### src/design/ph_sensor_trimmed_average_assert.svh
`ifndef PH_SENSOR_TRIMMED_AVERAGE_ASSERT_SVH
`define PH_SENSOR_TRIMMED_AVERAGE_ASSERT_SVH

// same-cycle implication, checked outside reset
`define PTAV_ASSERT_NOW(label, clk, rst_n, ante, cons) \
	label: assert property (@(posedge clk) disable iff (!rst_n) (ante) |-> (cons)) \
		else $error("ptav check failed");

// next-cycle implication, checked outside reset
`define PTAV_ASSERT_NEXT(label, clk, rst_n, ante, cons) \
	label: assert property (@(posedge clk) disable iff (!rst_n) (ante) |=> (cons)) \
		else $error("ptav check failed");

`endif

### src/design/ptav_pkg.sv
package ptav_pkg;

	localparam int WINDOW   = 12;
	localparam int SAMPLE_W = 12;
	localparam int IDX_W    = $clog2(WINDOW);
	// at most WINDOW-2 counted entries
	localparam int CNT_W    = $clog2(WINDOW - 1);
	localparam int SUM_W    = $clog2((WINDOW - 2) * ((1 << SAMPLE_W) - 1) + 1);
	localparam int DBIT_W   = $clog2(SUM_W);

	localparam int VOLT_W     = 15;
	localparam int COEF_W     = 24;
	localparam int PH_W       = 32;
	localparam int SQ_W       = 2 * VOLT_W;
	localparam int MUL_A_W    = COEF_W + 1;
	localparam int MUL_B_W    = SQ_W + 1;
	localparam int PROD_W     = MUL_A_W + MUL_B_W;
	localparam int ACC_W      = PROD_W + 2;
	localparam int FRAC_SHIFT = 24;
	localparam int LIN_SHIFT  = 12;
	localparam int QW         = ACC_W - FRAC_SHIFT;

	localparam logic signed [COEF_W-1:0] COEF_CONST_RST  = 24'sd65536;
	localparam logic signed [COEF_W-1:0] COEF_LINEAR_RST = 24'sd292534;
	localparam logic signed [COEF_W-1:0] COEF_SQUARE_RST = -24'sd23409;

	localparam int REG_IDX_W = 2;

	typedef enum logic [REG_IDX_W-1:0] {
		REG_COEF_CONST,
		REG_COEF_LINEAR,
		REG_COEF_SQUARE
	} reg_idx_t;

	typedef struct packed {
		logic signed [COEF_W-1:0] c_const;
		logic signed [COEF_W-1:0] c_linear;
		logic signed [COEF_W-1:0] c_square;
	} coef_t;

	typedef enum logic [3:0] {
		OP_NOP,
		OP_IDLE,
		OP_SEED,
		OP_SCAN,
		OP_DIVINIT,
		OP_DIVSTEP,
		OP_VOLT,
		OP_MSQ,
		OP_MLIN,
		OP_MQUAD,
		OP_ACC,
		OP_OUT
	} op_t;

	typedef enum logic [1:0] {
		WT_NONE,
		WT_INPUT,
		WT_OUTPUT
	} wait_t;

	typedef enum logic [1:0] {
		JC_NEVER,
		JC_ALWAYS,
		JC_SCAN_MORE,
		JC_DIV_MORE
	} jump_t;

	localparam int PROG_LEN = 11;
	localparam int STEP_W   = $clog2(PROG_LEN);

	typedef logic [STEP_W-1:0] step_t;

	localparam step_t S_IDLE    = STEP_W'(0);
	localparam step_t S_SEED    = STEP_W'(1);
	localparam step_t S_SCAN    = STEP_W'(2);
	localparam step_t S_DIVINIT = STEP_W'(3);
	localparam step_t S_DIV     = STEP_W'(4);
	localparam step_t S_VOLT    = STEP_W'(5);
	localparam step_t S_MSQ     = STEP_W'(6);
	localparam step_t S_MLIN    = STEP_W'(7);
	localparam step_t S_MQUAD   = STEP_W'(8);
	localparam step_t S_ACC     = STEP_W'(9);
	localparam step_t S_OUT     = STEP_W'(10);

	typedef struct packed {
		op_t   op;
		wait_t wt;
		jump_t jc;
		step_t target;
	} ctrl_word_t;

	typedef struct packed {
		op_t  op;
		logic go;
	} ctl_t;

	typedef struct packed {
		logic in_avail;
		logic out_busy;
		logic scan_more;
		logic div_more;
	} status_t;

	// microcode store
	function automatic ctrl_word_t rom_word(step_t s);
		ctrl_word_t w;
		unique case (s)
			S_IDLE:    w = '{OP_IDLE,    WT_INPUT,  JC_NEVER,     S_IDLE};
			S_SEED:    w = '{OP_SEED,    WT_NONE,   JC_NEVER,     S_IDLE};
			S_SCAN:    w = '{OP_SCAN,    WT_NONE,   JC_SCAN_MORE, S_SCAN};
			S_DIVINIT: w = '{OP_DIVINIT, WT_NONE,   JC_NEVER,     S_IDLE};
			S_DIV:     w = '{OP_DIVSTEP, WT_NONE,   JC_DIV_MORE,  S_DIV};
			S_VOLT:    w = '{OP_VOLT,    WT_NONE,   JC_NEVER,     S_IDLE};
			S_MSQ:     w = '{OP_MSQ,     WT_NONE,   JC_NEVER,     S_IDLE};
			S_MLIN:    w = '{OP_MLIN,    WT_NONE,   JC_NEVER,     S_IDLE};
			S_MQUAD:   w = '{OP_MQUAD,   WT_NONE,   JC_NEVER,     S_IDLE};
			S_ACC:     w = '{OP_ACC,     WT_NONE,   JC_NEVER,     S_IDLE};
			S_OUT:     w = '{OP_OUT,     WT_OUTPUT, JC_ALWAYS,    S_IDLE};
			default:   w = '{OP_NOP,     WT_NONE,   JC_ALWAYS,    S_IDLE};
		endcase
		return w;
	endfunction

endpackage

### src/design/ptav_seq.sv
`include "ph_sensor_trimmed_average_assert.svh"

module ptav_seq import ptav_pkg::*; (
	input  logic    clk,
	input  logic    arst_n,
	input  status_t status,
	output ctl_t    ctl
);

	step_t      step_q;
	step_t      step_d;
	ctrl_word_t word;
	logic       stall;
	logic       jump;

	always_comb begin
		word = rom_word(step_q);
	end

	// wait and branch conditions of the current control word
	always_comb begin
		unique case (word.wt)
			WT_INPUT:  stall = !status.in_avail;
			WT_OUTPUT: stall = status.out_busy;
			default:   stall = 1'b0;
		endcase
		unique case (word.jc)
			JC_ALWAYS:    jump = 1'b1;
			JC_SCAN_MORE: jump = status.scan_more;
			JC_DIV_MORE:  jump = status.div_more;
			default:      jump = 1'b0;
		endcase
	end

	// next step
	always_comb begin
		priority if (stall) begin
			step_d = step_q;
		end else if (jump) begin
			step_d = word.target;
		end else begin
			step_d = step_q + 1'b1;
		end
	end

	// outputs
	always_comb begin
		ctl.op = word.op;
		ctl.go = !stall;
	end

	always_ff @(posedge clk or negedge arst_n) begin
		if (!arst_n) begin
			step_q <= S_IDLE;
		end else begin
			step_q <= step_d;
		end
	end

	`PTAV_ASSERT_NOW(a_step_range, clk, arst_n, 1'b1, 32'(step_q) < PROG_LEN)
	`PTAV_ASSERT_NEXT(a_out_to_idle, clk, arst_n, ctl.op == OP_OUT && ctl.go, step_q == S_IDLE)

endmodule

### src/design/ptav_dp.sv
`include "ph_sensor_trimmed_average_assert.svh"

module ptav_dp import ptav_pkg::*; (
	input  logic                   clk,
	input  logic                   arst_n,
	input  ctl_t                   ctl,
	input  coef_t                  coef,
	input  logic                   in_valid,
	input  logic [SAMPLE_W-1:0]    sample,
	input  logic                   out_ready,
	output logic                   out_valid,
	output logic [SAMPLE_W-1:0]    average,
	output logic [VOLT_W-1:0]      volts_q12,
	output logic signed [PH_W-1:0] ph_q16,
	output logic                   ph_saturated,
	output status_t                status
);

	logic [SAMPLE_W-1:0] window_q [WINDOW];
	logic [IDX_W-1:0]    slot_q;
	logic [IDX_W-1:0]    idx_q;
	logic                out_valid_q;

	logic [SAMPLE_W-1:0] lo_q;
	logic [SAMPLE_W-1:0] hi_q;
	logic [SUM_W-1:0]    sum_q;
	logic [CNT_W-1:0]    cnt_q;
	logic [CNT_W-1:0]    rem_q;
	logic [SUM_W-1:0]    quo_q;
	logic [DBIT_W-1:0]   bit_q;
	logic [SAMPLE_W-1:0] avg_q;
	logic [VOLT_W-1:0]   vq_q;
	logic [SQ_W-1:0]     sq_q;
	logic signed [PROD_W-1:0] prod_q;
	logic signed [ACC_W-1:0]  acc_q;

	logic [SAMPLE_W-1:0] average_q;
	logic [VOLT_W-1:0]   volts_q;
	logic [PH_W-1:0]     ph_q;
	logic                sat_q;

	logic                do_op;
	logic [SAMPLE_W-1:0] elem;
	logic [SAMPLE_W-1:0] addend;
	logic                take_lo;
	logic                take_hi;
	logic [CNT_W:0]      rem_sh;
	logic                rem_ge;
	logic [SAMPLE_W-1:0] avg_d;
	logic signed [MUL_A_W-1:0] mul_a;
	logic signed [MUL_B_W-1:0] mul_b;
	logic signed [PROD_W-1:0]  prod_d;
	logic signed [ACC_W-1:0]   prod_ext;
	logic [QW-1:0]       q_wide;
	logic                sat_d;
	logic [PH_W-1:0]     ph_d;

	assign do_op = ctl.go;

	// one window entry per scan step
	always_comb begin
		elem    = window_q[idx_q];
		take_lo = elem < lo_q;
		take_hi = !take_lo && (elem > hi_q);
		priority if (take_lo) begin
			addend = lo_q;
		end else if (take_hi) begin
			addend = hi_q;
		end else begin
			addend = elem;
		end
	end

	// restoring division, one quotient bit per step
	always_comb begin
		rem_sh = {rem_q, quo_q[SUM_W-1]};
		rem_ge = rem_sh >= {1'b0, cnt_q};
		avg_d  = (cnt_q == '0) ? '0 : quo_q[SAMPLE_W-1:0];
	end

	// shared multiplier operands
	always_comb begin
		unique case (ctl.op)
			OP_MLIN: begin
				mul_a = {coef.c_linear[COEF_W-1], coef.c_linear};
				mul_b = {{(MUL_B_W-VOLT_W){1'b0}}, vq_q};
			end
			OP_MQUAD: begin
				mul_a = {coef.c_square[COEF_W-1], coef.c_square};
				mul_b = {1'b0, sq_q};
			end
			default: begin
				mul_a = {{(MUL_A_W-VOLT_W){1'b0}}, vq_q};
				mul_b = {{(MUL_B_W-VOLT_W){1'b0}}, vq_q};
			end
		endcase
		prod_d   = mul_a * mul_b;
		prod_ext = {{(ACC_W-PROD_W){prod_q[PROD_W-1]}}, prod_q};
	end

	// floor to Q16 is the arithmetic shift, then clip to 32 bits
	always_comb begin
		q_wide = acc_q[ACC_W-1:FRAC_SHIFT];
		sat_d  = (q_wide[QW-1:PH_W-1] != '0) && (q_wide[QW-1:PH_W-1] != '1);
		if (sat_d) begin
			ph_d = q_wide[QW-1] ? {1'b1, {(PH_W-1){1'b0}}} : {1'b0, {(PH_W-1){1'b1}}};
		end else begin
			ph_d = q_wide[PH_W-1:0];
		end
	end

	always_ff @(posedge clk or negedge arst_n) begin
		if (!arst_n) begin
			for (int i = 0; i < WINDOW; i++) begin
				window_q[i] <= '0;
			end
			slot_q      <= '0;
			idx_q       <= '0;
			out_valid_q <= 1'b0;
		end else begin
			if (ctl.op == OP_IDLE && do_op) begin
				window_q[slot_q] <= sample;
				slot_q <= (32'(slot_q) == WINDOW - 1) ? '0 : slot_q + 1'b1;
			end
			if (ctl.op == OP_SEED) begin
				idx_q <= IDX_W'(2);
			end else if (ctl.op == OP_SCAN && status.scan_more) begin
				idx_q <= idx_q + 1'b1;
			end
			if (ctl.op == OP_OUT && do_op) begin
				out_valid_q <= 1'b1;
			end else if (out_ready) begin
				out_valid_q <= 1'b0;
			end
		end
	end

	always_ff @(posedge clk) begin
		unique case (ctl.op)
			OP_SEED: begin
				lo_q  <= (window_q[0] < window_q[1]) ? window_q[0] : window_q[1];
				hi_q  <= (window_q[0] < window_q[1]) ? window_q[1] : window_q[0];
				sum_q <= '0;
				cnt_q <= '0;
			end
			OP_SCAN: begin
				// zero entries past the seed pair are skipped
				if (elem != '0) begin
					sum_q <= sum_q + SUM_W'(addend);
					cnt_q <= cnt_q + 1'b1;
					if (take_lo) begin
						lo_q <= elem;
					end
					if (take_hi) begin
						hi_q <= elem;
					end
				end
			end
			OP_DIVINIT: begin
				rem_q <= '0;
				quo_q <= sum_q;
				bit_q <= '0;
			end
			OP_DIVSTEP: begin
				rem_q <= rem_ge ? CNT_W'(rem_sh - {1'b0, cnt_q}) : rem_sh[CNT_W-1:0];
				quo_q <= {quo_q[SUM_W-2:0], rem_ge};
				bit_q <= bit_q + 1'b1;
			end
			OP_VOLT: begin
				avg_q <= avg_d;
				vq_q  <= VOLT_W'({avg_d, 2'b00}) + VOLT_W'(avg_d);
			end
			OP_MSQ: begin
				prod_q <= prod_d;
			end
			OP_MLIN: begin
				sq_q   <= prod_q[SQ_W-1:0];
				prod_q <= prod_d;
				acc_q  <= {{(ACC_W-FRAC_SHIFT-COEF_W){coef.c_const[COEF_W-1]}},
					coef.c_const, {FRAC_SHIFT{1'b0}}};
			end
			OP_MQUAD: begin
				prod_q <= prod_d;
				acc_q  <= acc_q + (prod_ext <<< LIN_SHIFT);
			end
			OP_ACC: begin
				acc_q <= acc_q + prod_ext;
			end
			OP_OUT: begin
				if (do_op) begin
					average_q <= avg_q;
					volts_q   <= vq_q;
					ph_q      <= ph_d;
					sat_q     <= sat_d;
				end
			end
			default: begin
			end
		endcase
	end

	always_comb begin
		status.in_avail  = in_valid;
		status.out_busy  = out_valid_q && !out_ready;
		status.scan_more = 32'(idx_q) != WINDOW - 1;
		status.div_more  = 32'(bit_q) != SUM_W - 1;
	end

	assign out_valid    = out_valid_q;
	assign average      = average_q;
	assign volts_q12    = volts_q;
	assign ph_q16       = ph_q;
	assign ph_saturated = sat_q;

	`PTAV_ASSERT_NOW(a_idx_range, clk, arst_n, 1'b1, 32'(idx_q) < WINDOW)
	`PTAV_ASSERT_NOW(a_slot_range, clk, arst_n, 1'b1, 32'(slot_q) < WINDOW)
	`PTAV_ASSERT_NOW(a_lo_le_hi, clk, arst_n, ctl.op == OP_SCAN, lo_q <= hi_q)
	`PTAV_ASSERT_NOW(a_out_from_seq, clk, arst_n, $rose(out_valid_q), $past(ctl.op == OP_OUT))

endmodule

### src/design/ph_sensor_trimmed_average.sv
// pH probe front end: each sample transaction writes one 12-bit reading into a 12-entry window
// (cleared at reset), then the block forms the trimmed mean of the window, scales it to volts
// (average*5, unsigned Q3.12) and applies the quadratic calibration c0 + c1*v + c2*v*v to give
// pH in signed Q16.16, floored and clipped, with a flag when clipping occurred. One sample is
// processed at a time: in_ready returns on the same edge on which out_valid rises, so a new
// sample is accepted only after the previous one has been through the microcoded sequencer's
// scan of the window, one entry per cycle, and its divider, one quotient bit per cycle. The
// result sits in an output register, so the next sample is accepted while it waits to be
// taken; only the output step of that next sample stalls until the previous result is taken.
// Coefficients are written through cfg_we/cfg_idx/cfg_wdata (index 0 constant, 1 linear,
// 2 square; other indexes ignored) and should only be changed while no sample is in flight.
module ph_sensor_trimmed_average import ptav_pkg::*; (
	input  logic                   clk,
	input  logic                   arst_n,
	input  logic                   in_valid,
	output logic                   in_ready,
	input  logic [SAMPLE_W-1:0]    sample,
	output logic                   out_valid,
	input  logic                   out_ready,
	output logic [SAMPLE_W-1:0]    average,
	output logic [VOLT_W-1:0]      volts_q12,
	output logic signed [PH_W-1:0] ph_q16,
	output logic                   ph_saturated,
	input  logic                   cfg_we,
	input  logic [REG_IDX_W-1:0]   cfg_idx,
	input  logic [COEF_W-1:0]      cfg_wdata
);

	coef_t   coef_q;
	ctl_t    ctl;
	status_t status;

	always_ff @(posedge clk or negedge arst_n) begin
		if (!arst_n) begin
			coef_q.c_const  <= COEF_CONST_RST;
			coef_q.c_linear <= COEF_LINEAR_RST;
			coef_q.c_square <= COEF_SQUARE_RST;
		end else if (cfg_we) begin
			unique case (cfg_idx)
				REG_COEF_CONST:  coef_q.c_const  <= cfg_wdata;
				REG_COEF_LINEAR: coef_q.c_linear <= cfg_wdata;
				REG_COEF_SQUARE: coef_q.c_square <= cfg_wdata;
				default: begin
				end
			endcase
		end
	end

	assign in_ready = (ctl.op == OP_IDLE);

	ptav_seq u_seq (
		.clk    (clk),
		.arst_n (arst_n),
		.status (status),
		.ctl    (ctl)
	);

	ptav_dp u_dp (
		.clk          (clk),
		.arst_n       (arst_n),
		.ctl          (ctl),
		.coef         (coef_q),
		.in_valid     (in_valid),
		.sample       (sample),
		.out_ready    (out_ready),
		.out_valid    (out_valid),
		.average      (average),
		.volts_q12    (volts_q12),
		.ph_q16       (ph_q16),
		.ph_saturated (ph_saturated),
		.status       (status)
	);

endmodule

### config.mk
export PLATFORM = sky130hd
export DESIGN_NAME = ph_sensor_trimmed_average
export DESIGN_NICKNAME = d
export VERILOG_FILES = /design/src/design/ptav_pkg.sv /design/src/design/ptav_seq.sv /design/src/design/ptav_dp.sv /design/src/design/ph_sensor_trimmed_average.sv
export VERILOG_INCLUDE_DIRS = /design/src /design/src/design
export SDC_FILE = /design/constraint.sdc
export NUM_CORES = 2
export LEC_CHECK = 0
export BUFFER_PORTS_ARGS = -buffer_cell sky130_fd_sc_hd__buf_2
export CORE_UTILIZATION = 35
export DETAILED_ROUTE_END_ITERATION = 8
export SYNTH_ARGS = -nofsm -noshare
export SYNTH_HDL_FRONTEND = slang
export SYNTH_SLANG_ARGS = --single-unit
export TNS_END_PERCENT = 10
### constraint.sdc
create_clock -name clk -period 11.79 [get_ports clk]
set_input_delay 2.358 -clock clk [delete_from_list [all_inputs] [get_ports clk]]
set_output_delay 2.358 -clock clk [all_outputs]
set_load 0.005 [all_outputs]
==> impl_metrics.json <==
{
  "r2r_end": "u_dp.prod_q[52]",
  "vias": 40200,
  "slowest_stage": "sky130_fd_sc_hd__ha_1",
  "synthMostInstantiatedCell": "sky130_fd_sc_hd__inv_1",
  "routabilityCongestion": 0.983,
  "clock_tree.root_cell": "sky130_fd_sc_hd__clkbuf_16",
  "timing.fmax_mhz": 92.3,
  "crit_path_start_kind": "register",
  "synthesized_nets": 6541,
  "groute.usage.overall_pct": 21.8,
  "clkLatencyLatePin_ps": 650,
  "adder_cell_share_of_the_synthesized_area_pct": 33.3,
  "post_cts_resized": 0,
  "cp_common_cell": "sky130_fd_sc_hd__fa_1",
  "grt_antenna_before_repair": 7,
  "relSlewSlack_pct": 13.1,
  "synth_commonest_cells": "825 x sky130_fd_sc_hd__inv_1, 646 x sky130_fd_sc_hd__fa_1, 607 x sky130_fd_sc_hd__nor2_1",
  "synthCells": 5457,
  "hold_depth": 0,
  "whs_endpoint": "u_dp.average[9]",
  "final_util_pct": 38.4,
  "number_of_sinks_on_the_clock_net": 524,
  "drt_iter0_markers": 3355,
  "timing.hold.worst.class": "reg2reg",
  "rrSetupSlack_ps": 950,
  "synth-seq-cells": 524,
  "critical_path_peak_fanout": 21,
  "synth-main-ff-cell": "sky130_fd_sc_hd__edfxtp_1",
  "grt_pass1_wl_mm": 258,
  "cts_tree": "built",
  "layout-drive-gt1-share_pct": 11.6,
  "drt_pre_antenna_iters": 7,
  "initial_utilization_pct": 35.3,
  "slew_violations": 0,
  "final_antenna_violating_net_count": 0,
  "syn-cell-area_um2": 53700,
  "criticalPathCategory": "reg2reg",
  "timing.critical_path.to_type": "register",
  "cts_inserted_buffers": 51,
  "clk_path_buf_depth": 3,
  "fp.dieW_um": 394,
  "nNetsFinal": 6512,
  "grt_start_max_net_pins": 112,
  "synth_cell_types": 81,
  "placementRows": 143,
  "finalWirelength_mm": 170,
  "synth_compound_area_share_pct": 9.76,
  "rsz0062_at_grt": "false",
  "yosys.area_share.xor_xnor_pct": 2.84,
  "detailed_place_hpwl_mm": 131,
  "post_layout_nonfiller_instances": 7503,
  "placement.io_buffers": 104,
  "synth_enable_flop_cells": 295,
  "setup_tns_ps": 0,
  "run_status": "finished clean",
  "cts_setup_buffers": 0,
  "routed_via_density": 5.36,
  "placeableCoreArea_um2": 152000,
  "rr_startpoint": "u_seq.step_q[0]",
  "cts_max_level": 2,
  "min-delay-start": "u_dp.avg_q[9]",
  "finalSetupViolCount": 0,
  "placed_cells": 7405,
  "first_global_vias": 41300,
  "drcViolationCount": 0,
  "syn-mean-instance-area_um2": 9.84,
  "maxCapViolations": 0,
  "synth_simple_gate_area_share_pct": 11.5,
  "synth_largest_area_cell": "sky130_fd_sc_hd__fa_1",
  "worstPathArrival_ps": 11220,
  "hold_viol": 0,
  "clock_period_minus_final_worst_setup_slack_ps": 10840,
  "cpPeakStageDelay_ps": 800,
  "worst_slew_pin_slew_ps": 1300,
  "finalClockSkew_ps": 34.3,
  "worst-r2r-cell-count": 31,
  "synthToLayoutAreaGrowth_pct": 8.84,
  "wire_per_inst_um": 22.7,
  "timing.critical_path.required_ps": 12170,
  "netlist_top_cells_area": "sky130_fd_sc_hd__fa_1 24%, sky130_fd_sc_hd__edfxtp_1 17%, sky130_fd_sc_hd__dfrtp_1 9.4%",
  "yosys_warnings": 0,
  "synth_top_family_by_area": "adder cells",
  "floorplan.die_area_um2": 155000,
  "number_of_buffers_inserted_for_hold_repair_after_clock_tree_synthesis": 0,
  "synth-seq-area-share_pct": 27.2,
  "io_pins": 105,
  "yosysTopAreaCellShare_pct": 24.1,
  "gr-total-overflow": 0,
  "die_y_um": 394,
  "post-route-period-util_pct": 91.9,
  "cts.reportedPaths.clkPinSlew_ps": 60,
  "proportion_of_synthesized_flip_flops_having_asynchronous_set_or_reset_pct": 43.7,
  "yosys-mux-area-fraction_pct": 7.61
}
==> how the worst max path moves through the flow <==
stage,start,to,slack (ps),cells after the start
floorplan,u_seq.step_q[0],u_dp.prod_q[52],2520,33
global placement,u_seq.step_q[0],u_dp.prod_q[52],1390,29
detailed placement,u_seq.step_q[0],u_dp.prod_q[52],1140,31
CTS,u_seq.step_q[0],u_dp.prod_q[52],1100,31
global route,u_seq.step_q[0],u_dp.prod_q[54],620,31
finish,u_seq.step_q[0],u_dp.prod_q[52],950,31
==> cells by family (layout without fill, tap and decap cells) <==
kind of cell / Yosys count / after routing
simple gates: 1453 / 1453
buf+inv: 1104 / 1118
fa+ha+maj: 1041 / 1041
compound gates: 827 / 827
flops: 524 / 524
mux: 334 / 334
xor+xnor: 174 / 174
other cells: 0 / 2
==> cells in the final DEF (no fill, tap or decap), types with 38 or more instances in the layout <==
master	instances
sky130_fd_sc_hd__edfxtp_1	295
sky130_fd_sc_hd__inv_1	825
sky130_fd_sc_hd__o21ai_0	154
sky130_fd_sc_hd__nand4_1	40
sky130_fd_sc_hd__mux2_2	232
sky130_fd_sc_hd__buf_4	92
sky130_fd_sc_hd__nand2_1	544
sky130_fd_sc_hd__nand3_1	51
sky130_fd_sc_hd__o21bai_1	38
sky130_fd_sc_hd__mux2i_1	65
sky130_fd_sc_hd__ha_1	395
sky130_fd_sc_hd__a21oi_1	266
sky130_fd_sc_hd__nor2_1	604
sky130_fd_sc_hd__xor2_1	58
sky130_fd_sc_hd__clkbuf_16	55
sky130_fd_sc_hd__fa_1	646
sky130_fd_sc_hd__buf_2	103
sky130_fd_sc_hd__dfrtp_1	199
sky130_fd_sc_hd__xnor2_1	116
sky130_fd_sc_hd__a21o_1	96
==> through the flow <==
stage | hold WS, ps | worst slack [ps] | area [um^2]
final | 418 | 951 | 58400
after global placement | 404 | 1390 | 56500
after global routing | 427 | 618 | 58400
after floorplan | 400 | 2520 | 53700
after detailed placement | 405 | 1140 | 56500
after CTS | 420 | 1100 | 58400
==> critical path, delay by kind of cell, from the launching register on <==
kind	cells	cell delay, ps
buffers and inverters	7	1050
flip-flops	1	480
adder cells (fa/ha/maj)	9	4790
AND/OR/NAND/NOR	6	1480
AO/OA/AOI/OAI	9	2750
==> per-layer routing <==
layer | vias to the layer above | track usage, % | part of all wire (%)
li1 | 17900 | - | -
met1 | 20500 | 29.9 | 43
met2 | 1537 | 35.3 | 46
met3 | 283 | 3.82 | 7.7
met4 | 10 | 6.23 | 3.3
met5 | - | 0 | 0.036
==> final cells by class <==
class / count / area [um^2]
clock inverters: 29 / 400
flip-flops and latches: 524 / 14600
repair buffers: 197 / 1240
multi-input cells: 3829 / 35000
well taps: 2030 / 2540
fillers: 15200 / 93700
diodes: 2 / 5.00
clock buffers: 67 / 1480
inverters: 825 / 3100
==> state kept, by name (all words and copies together), names as in the netlist, 4 cells and up <==
name,flops
u_dp.bit_q,4
u_dp.window_q,144
u_dp.idx_q,4
u_dp.vq_q,15
u_seq.step_q,4
u_dp.quo_q,16
u_dp.average,10
u_dp.cnt_q,4
coef_q,72
u_dp.sum_q,16
u_dp.avg_q,10
u_dp.sq_q,30
u_dp.acc_q,58
u_dp.hi_q,12
u_dp.ph_q16,32
u_dp.lo_q,12
u_dp.prod_q,56
u_dp.volts_q12,15
u_dp.rem_q,4
u_dp.slot_q,4
Power is left out: the tool's default activity adds up to more than one toggle a clock period on the data nets, which glitch-free logic cannot reach.
